[src/design/per_channel_median_abs_deviation_top_assert.svh]
// ---------------------------------------------------------------------------
// MAD assertion macros
// Clocked assertion helpers used by the MAD datapath.
// ---------------------------------------------------------------------------
`ifndef PER_CHANNEL_MEDIAN_ABS_DEVIATION_TOP_ASSERT_SVH
`define PER_CHANNEL_MEDIAN_ABS_DEVIATION_TOP_ASSERT_SVH
`ifndef SYNTHESIS
`define MAD_ASSERT(lbl, clk, rst_n, prop) \
  lbl: assert property (@(posedge clk) disable iff (!rst_n) prop) \
    else $error("MAD assertion failed");
`define MAD_NEVER(lbl, clk, rst_n, cond) \
  lbl: assert property (@(posedge clk) disable iff (!rst_n) !(cond)) \
    else $error("MAD forbidden condition seen");
`else
`define MAD_ASSERT(lbl, clk, rst_n, prop)
`define MAD_NEVER(lbl, clk, rst_n, cond)
`endif
`endif

[src/design/pcmad_pkg.sv]
// ---------------------------------------------------------------------------
// MAD package
// Types and fixed constants shared by the MAD block.
// ---------------------------------------------------------------------------
package pcmad_pkg;

  localparam int SAMPLE_W = 17;
  localparam int CH_W     = 2;
  localparam int CFG_W    = 3;
  localparam int BIT_W    = 5;
  localparam logic [BIT_W-1:0] TOP_BIT = 5'd16;
  localparam logic [SAMPLE_W-1:0] Q_ONE = 17'd65536;

  typedef enum logic [2:0] {
    ST_LOAD,
    ST_CH_START,
    ST_SCAN,
    ST_STEP,
    ST_EMIT,
    ST_WAIT
  } state_t;

  typedef struct packed {
    logic load;       // take input items
    logic ch_start;   // open a channel, start its first scan if it holds samples
    logic step;       // settle one answer bit
    logic emit;       // load the result register
    logic next_ch;    // move to the next channel
    logic clear_run;  // drop counts and flags after the run
  } cmd_t;

  typedef struct packed {
    logic last_fire;  // final input item accepted
    logic ch_empty;   // current channel holds no samples
    logic scan_done;  // pass over the store finished
    logic bit_zero;   // working on the last answer bit
    logic dev_mode;   // working on the deviations
    logic out_taken;  // result item accepted
    logic last_ch;    // current channel is the last one
  } sts_t;

endpackage

[src/design/pcmad_ctrl.sv]
// ---------------------------------------------------------------------------
// MAD controller
// Sequences loading, the bitwise selection passes and result delivery.
// ---------------------------------------------------------------------------
module pcmad_ctrl (
  input  logic             clk,
  input  logic             rst_n,
  input  pcmad_pkg::sts_t  sts,
  output pcmad_pkg::cmd_t  cmd
);

  pcmad_pkg::state_t state_r, state_nxt;

  always_ff @(posedge clk) begin
    if (!rst_n) begin
      state_r <= pcmad_pkg::ST_LOAD;
    end else begin
      state_r <= state_nxt;
    end
  end

  always_comb begin
    state_nxt = state_r;
    unique case (state_r)
      pcmad_pkg::ST_LOAD: begin
        if (sts.last_fire) state_nxt = pcmad_pkg::ST_CH_START;
      end
      pcmad_pkg::ST_CH_START: begin
        state_nxt = sts.ch_empty ? pcmad_pkg::ST_EMIT : pcmad_pkg::ST_SCAN;
      end
      pcmad_pkg::ST_SCAN: begin
        if (sts.scan_done) state_nxt = pcmad_pkg::ST_STEP;
      end
      pcmad_pkg::ST_STEP: begin
        if (sts.bit_zero && sts.dev_mode) state_nxt = pcmad_pkg::ST_EMIT;
        else state_nxt = pcmad_pkg::ST_SCAN;
      end
      pcmad_pkg::ST_EMIT: begin
        state_nxt = pcmad_pkg::ST_WAIT;
      end
      pcmad_pkg::ST_WAIT: begin
        if (sts.out_taken) begin
          state_nxt = sts.last_ch ? pcmad_pkg::ST_LOAD : pcmad_pkg::ST_CH_START;
        end
      end
      default: state_nxt = pcmad_pkg::ST_LOAD;
    endcase
  end

  always_comb begin
    cmd = '0;
    unique case (state_r)
      pcmad_pkg::ST_LOAD:     cmd.load = 1'b1;
      pcmad_pkg::ST_CH_START: cmd.ch_start = 1'b1;
      pcmad_pkg::ST_SCAN:     cmd = '0;
      pcmad_pkg::ST_STEP:     cmd.step = 1'b1;
      pcmad_pkg::ST_EMIT:     cmd.emit = 1'b1;
      pcmad_pkg::ST_WAIT: begin
        cmd.next_ch   = sts.out_taken && !sts.last_ch;
        cmd.clear_run = sts.out_taken && sts.last_ch;
      end
      default: cmd = '0;
    endcase
  end

endmodule

[config.mk]
export PLATFORM = sky130hd
export DESIGN_NAME = pcmad_ctrl
export DESIGN_NICKNAME = d
export VERILOG_FILES = /design/src/design/per_channel_median_abs_deviation_top_assert.svh /design/src/design/pcmad_pkg.sv /design/src/design/pcmad_ctrl.sv
export SDC_FILE = /design/constraint.sdc
export NUM_CORES = 1
export LEC_CHECK = 0
export ABC_AREA = 1
export BUFFER_PORTS_ARGS = -buffer_cell sky130_fd_sc_hd__buf_2
export CORE_AREA = 2 2 39 41
export CTS_CLUSTER_SIZE = 40
export DETAILED_ROUTE_END_ITERATION = 16
export DIE_AREA = 0 0 41 43
export PLACE_DENSITY = 0.45
export SLEW_MARGIN = 15
export SYNTH_ARGS = -nofsm -noshare
export SYNTH_HDL_FRONTEND = slang
export SYNTH_SLANG_ARGS = --single-unit
[constraint.sdc]
create_clock -name clk -period 1.16 [get_ports clk]
set_clock_uncertainty 0.15 [all_clocks]
set_input_delay 0.174 -clock clk [delete_from_list [all_inputs] [get_ports clk]]
set_output_delay 0.174 -clock clk [all_outputs]
set_load 0.03 [all_outputs]
======== Word-level counts from Yosys, hierarchy flattened ========
Index checks and enable logic that the tools add are counted.
word-level totals
  flip-flop bits (word level) ............. 3
  bits of input ports ..................... 9
  output and inout port bits .............. 6
  word-level logic and storage cells ...... 27
operators by class
  equal/unequal tests ..................... 8
  muxes and demuxes ....................... 12
  reductions and logical operators ........ 6
operator list
  cell                count
  $pmux 3 s6          1
  $mux 3              5
  $eq 3x2->1 const B  2
  $eq 3x3->1 const B  2
  $ne 2x2->1 const B  3
  $mux 1              5
  $eq 3x1->1 const B  1
  $logic_and 1x1->1   3
  $logic_not 3->1     1
  $reduce_and 3->1    1
  $mux 2              1
  $logic_not 1->1     1

======== Logic depth before layout (Yosys ltp) ========
Gate-level depths: netlist of run 1.
  depth after elaboration ................. 3
  depth in mapped cells ................... 7
  gate-level depth less buffers ........... 6

======== Least setup slack after synthesis of run 1 ========
Ideal clock, no wire load.
  path kind ............................... register -> output
  start point ............................. register state_r[2]
  end point ............................... output cmd[0] (netlist bit)
  data arrival time ....................... 1204 ps
  required time ........................... 836 ps
  slack ................................... -368 ps
  stages on the path, launching flop included .. 4
  path buffers ............................ 1
  path through ............................ dfxtp_1 buf_2 nand3_1 nor3_1
RTL lines
  item                    line              text
  from (decl)             pcmad_ctrl.sv:12  pcmad_pkg::state_t state_r, state_nxt;
  from (signal assigned)  pcmad_ctrl.sv:16  state_r <= pcmad_pkg::ST_LOAD;
  from (signal assigned)  pcmad_ctrl.sv:18  state_r <= state_nxt;
  to (decl)               pcmad_ctrl.sv:9   output pcmad_pkg::cmd_t cmd

==> results of run 1 <==
synth_stat cells:
cell type	n	share of area (%)
inv_1	11	17
o211ai_1	1	3.1
a21oi_1	1	2.1
buf_2	1	2.1
nand4_1	1	2.6
o21ai_1	1	2.1
nor3_1	2	4.2
nand3_1	5	10
nor3_2	1	4.2
dfxtp_1	3	25
inv_2	1	1.6
nor2_1	9	14
nand2_1	7	11
how the worst max path moves through the flow:
stage | start | slack (ns) | endpoint | cells past startpoint
3_5_place_dp | state_r[1] | -0.05 | cmd[1] | 4
6_report | state_r[1] | -0.23 | cmd[1] | 4
3_3_place_gp | state_r[1] | -0.04 | cmd[1] | 4
4_1_cts | state_r[1] | -0.24 | cmd[1] | 4
5_1_grt | state_r[1] | -0.27 | cmd[1] | 4
2_1_floorplan | state_r[0] | -0.1 | state_r[1] | 6
power by group:
part           internal (µW)  switching [µW]  leakage, µW  total, µW
combinational            152             174     0.000220        327
clock                    129            55.6    0.0000150        185
sequential               126            35.4    0.0000264        161
timing repair:
item | CTS | global route
pin swaps | 6 | 2
endpoints found under the setup margin | 7 | 9
gates resized for setup | 18 | 2
hold buffers | 1 | 0
setup buffers | 4 | 1
hold endpoints to repair | 1 | 0
cell families after synthesis:
family | Yosys count | synth area share [%]
AOI/OAI and AO/OA | 3 | 7.33
buffers and inverters | 13 | 20.9
DFF | 3 | 25.1
and+or+nand+nor | 25 | 46.6
critical path, stage by stage (launching register included):
cell	delay, ns
dfxtp_4	0.36
inv_2	0.07
nand4_1	0.15
nor2_4	0.12
buf_6	0.13
area by class of cell:
type / instances / area (µm²) / area share [%]
Tap cell: 16 / 20.0 / 3.87
Sequential cell: 3 / 68.8 / 13.3
Multi-Input combinational cell: 28 / 180 / 34.9
Timing Repair Buffer: 22 / 174 / 33.7
Inverter: 12 / 47.5 / 9.20
Clock buffer: 4 / 26.3 / 5.08
routing by layer:
| metal | GRT usage [%] | vias to the layer above | share of wire [%] |
|---|---|---|---|
| met5 | 0 | - | 0 |
| met4 | 6.00 | 0 | 0 |
| met3 | 3.14 | 0 | 5.5 |
| met2 | 15.0 | 8 | 53 |
| met1 | 12.2 | 150 | 41 |
| li1 | - | 183 | - |
stage by stage:
stage | setup slack (ns) | total power, µW
global placement | -0.0425 | 420
global route | -0.271 | 733
floorplan | -0.0973 | 340
CTS | -0.236 | 675
detailed placement | -0.0504 | 421
finish | -0.226 | 672
==> impl_metrics.env, run 1 <==
export IMPL_avgSynthCellArea_um2=5.43
export IMPL_cp_required_ns=0.84
export IMPL_finalSetupViolCount=9
export IMPL_rsz0062_at_grt="yes"
export IMPL_whs_ns=0.0510
export IMPL_grt_pass1_wl_um=1190
export IMPL_fp_coreArea_um2=1380
export IMPL_grt_use_total_pct=10.1
export IMPL_max_freq_mhz=722
export IMPL_fin_crit_sh_pct=119
export IMPL_num_vias=341
export IMPL_ys_ff_latch=3
export IMPL_yosys_warnings=0
export IMPL_relSlewSlack_pct=88.3
export IMPL_slew_violations=0
export IMPL_placed_cell_area_um2=399
export IMPL_hold_viol_final=0
export IMPL_ys_seq_area_share_pct=25.1
export IMPL_drv_cap=0
export IMPL_largest_reg_flops=3
export IMPL_hold_depth=4
export IMPL_antenna_found_initial=0
export IMPL_rows=14
export IMPL_grt_ovfl_total=0
export IMPL_die_x_um=41
export IMPL_ys_types=13
export IMPL_final_cell_mix="inv_1, buf_2, buf_6"
export IMPL_cp_max_fo=5
export IMPL_violations="negative setup slack"
export IMPL_area_growth_pct=116
export IMPL_layout_commonest_cell="inv_1"
export IMPL_reg2reg_from="state_r[1]"
export IMPL_n_antenna_cell=0
export IMPL_finalNonFillerCells=85
export IMPL_p_per_area_nw_per_um2=1300
export IMPL_timing_final_ws_setup_ns=-0.226
export IMPL_tightest_slew_ns=0.176
export IMPL_min_from="sts[5]"
export IMPL_vias_per_cell=4.01
export IMPL_fin_area_um2=517
export IMPL_final_util_pct=37.3
export IMPL_io_pins=15
export IMPL_drive_above_1_share_pct=55.1
export IMPL_ant_nets=0
export IMPL_n_fill_cell=155
export IMPL_wl_um=712
export IMPL_port_buffers=14
export IMPL_start_util_pct=17.3
export IMPL_worstSkewPairLatency_ns=0.23
export IMPL_irDropWorstVdd_v=0.000456
export IMPL_die_area_um2=1760
export IMPL_path_class="reg -> out"
export IMPL_path_clk_slew_ns=0.04
export IMPL_grt_pass1_vias=321
export IMPL_syn_num_nets=53
export IMPL_reg2reg_depth=7
export IMPL_min_period_ns=1.39
export IMPL_hold_path_end="state_r[1]"
export IMPL_tns_ns=-1.48
export IMPL_ctsRootBufferMaster="clkbuf_4"
export IMPL_cp_start_kind="flop"
export IMPL_die_h_um=43
export IMPL_outcome="finished, violations left"
export IMPL_dp_cells=77
export IMPL_top_regs="state_r (3)"
export IMPL_synth_area_um2=239
export IMPL_route_detailed_drc=0
export IMPL_cp_arrival_ns=1.06
export IMPL_leakagePower_uw=0.000261
export IMPL_reg2reg_to="state_r[0]"
export IMPL_cts_buffers_inserted=3
export IMPL_hpwl_um=552
export IMPL_cts_tree="built"
export IMPL_cp_end_kind="output port"
export IMPL_clk_path_buf_depth=2
export IMPL_syn_instance_count=44
export IMPL_post_drt_wl_per_cell_um=8.38
export IMPL_gp_congestion=0.732
export IMPL_regMostFlops="state_r"
export IMPL_hp_class="in -> reg"
export IMPL_clock_sinks=3
export IMPL_dr_pass1_iters=2
export IMPL_drt_iter0_drc=3
export IMPL_htree_num_levels=1
export IMPL_nNetsFinal=79
export IMPL_r2r_slack_ns=-0.12
export IMPL_grt_max_degree=8
Power figures use the tool's default switching activity.
==> run 2, diff against run 1 <==
- PLACE_DENSITY: 0.45 -> 0.43
- clock period: 1.16 -> 1.56 ns (I/O delays scaled with it)
==> run 2 against run 1 <==
The run now ends clean. Via count down 11%. Sequential power is 28% lower. Clock-buffer cell count stayed put. Non-clock buffer count down 8. Global-route usage decreased by 1.1 points. Sequential share of layout area is 4.2 points higher. Cell area decreased by 30%. Worst hold slack better by 0.0033 ns. Clock power decreased by 28%. Cell count fell by 9.4%. Highest routed layer unchanged.
==> impl_metrics.env, run 2 (synthesis gave the netlist of run 1 again) <==
export IMPL_regMostFlops="state_r"
export IMPL_outcome="finished, final reports clean"
export IMPL_clk_path_buf_depth=2
export IMPL_top_regs="state_r (3)"
export IMPL_path_delay_family="flip-flops"
export IMPL_htree_num_levels=1
export IMPL_largest_reg_flops=3
export IMPL_grt_ovfl_total=0
export IMPL_num_vias=303
export IMPL_start_util_pct=17.3
export IMPL_cpMaxStageDelayCell="dfxtp_2"
export IMPL_die_area_um2=1760
export IMPL_hpwl_um=519
export IMPL_cp_end_kind="output port"
export IMPL_slew_violations=0
export IMPL_cp_required_ns=1.18
export IMPL_postCtsHoldBufs=0
export IMPL_fp_coreArea_um2=1380
export IMPL_p_per_area_nw_per_um2=1110
export IMPL_path_class="reg -> out"
export IMPL_drv_cap=0
export IMPL_cp_arrival_ns=1.06
export IMPL_crit_path_max_incr_delay_ns=0.34
export IMPL_ant_nets=0
export IMPL_antenna_found_initial=0
export IMPL_die_x_um=41
export IMPL_grt_max_degree=9
export IMPL_drive_above_1_share_pct=37.7
export IMPL_n_fill_cell=156
export IMPL_leakagePower_uw=0.000212
export IMPL_tns_ns=0
export IMPL_port_buffers=14
export IMPL_io_pins=15
export IMPL_rsz0062_at_grt="no"
export IMPL_cts_buffers_inserted=3
export IMPL_hold_viol_final=0
export IMPL_cts_tree="built"
export IMPL_post_drt_wl_per_cell_um=8.26
export IMPL_grt_pass1_wl_um=1040
export IMPL_grt_pass1_vias=273
export IMPL_area_growth_pct=52.4
export IMPL_min_period_ns=1.44
export IMPL_finalNonFillerCells=77
export IMPL_cp_start_kind="flop"
export IMPL_fin_crit_sh_pct=92.6
export IMPL_layout_commonest_cell="buf_2"
export IMPL_irDropWorstVdd_v=0.000382
export IMPL_post_cts_resized=1
export IMPL_max_freq_mhz=692
export IMPL_drt_iter0_drc=13
export IMPL_critPathBufInv=2
export IMPL_ctsRootBufferMaster="clkbuf_4"
export IMPL_gp_congestion=0.699
export IMPL_final_cell_mix="buf_2, inv_1, nor2_1"
export IMPL_route_detailed_drc=0
export IMPL_dr_pass1_iters=4
export IMPL_dp_cells=73
export IMPL_finalSetupViolCount=0
export IMPL_worstSkewPairLatency_ns=0.23
export IMPL_post_cts_buffers=0
export IMPL_clock_sinks=3
export IMPL_hp_class="in -> reg"
export IMPL_crit_chain="inv_1 -> nand3_1 -> nor3_2 -> buf_4"
export IMPL_path_clk_slew_ns=0.04
export IMPL_tightest_slew_ns=0.196
export IMPL_rows=14
export IMPL_grt_use_total_pct=9.02
export IMPL_wl_um=636
export IMPL_vias_per_cell=3.94
export IMPL_die_h_um=43
export IMPL_nNetsFinal=71
export IMPL_n_antenna_cell=0
export IMPL_cp_max_fo=7
export IMPL_relSlewSlack_pct=86.8
## run 2: worst paths after layout
| kind | from | to | slack [ns] | cells after the start |
|---|---|---|---|---|
| max | state_r[1] | cmd[0] | 0.12 | 4 |
| min | rst_n | state_r[1] | 0.05 | 3 |
| max reg2reg | state_r[0] | state_r[0] | 0.41 | 6 |
| min reg2reg | state_r[1] | state_r[1] | 0.50 | 4 |
## run 2: through the flow
step	setup WS [ns]	total power (µW)	cell area [µm²]	utilization, %	hold WS, ns
final	0.115	403	364	26.3	0.0543
after global routing	0.0137	443	364	26.3	0.0665
after CTS	0.00117	413	357	25.8	0.0461
after detailed placement	0.225	270	329	23.8	0.290
after global placement	0.238	269	329	23.8	0.285
after floorplan	0.0582	225	244	-	0.182
## run 2: area by class of cell
class	instances	area [µm²]	share of cell area [%]
repair buffers	14	75.1	20.6
multi-input cells	28	134	36.8
inverters	12	45.0	12.4
well taps	16	20.0	5.50
flip-flops and latches	3	63.8	17.5
clock buffers	4	26.3	7.22
## run 2: worst reg2reg max path, cell delays in order, from the launching register on
cell and delay, ns:
dfxtp_2 0.35, nor2_1 0.18, nand3_1 0.09, nand2_1 0.07
inv_1 0.04, a21oi_1 0.12, nor2_1 0.05
## run 2: power by group
part / internal [µW] / switching, µW / total (µW)
clock: 95.7 / 37.3 / 133
combinational: 53.3 / 101 / 154
sequential: 92.4 / 23.9 / 116
## run 2: per-layer routing
layer  part of all wire (%)  global-route usage [%]
met3                    8.0                    3.14
met1                     47                    11.2
met2                     44                    12.5
met4                      0                    6.00
met5                      0                       0
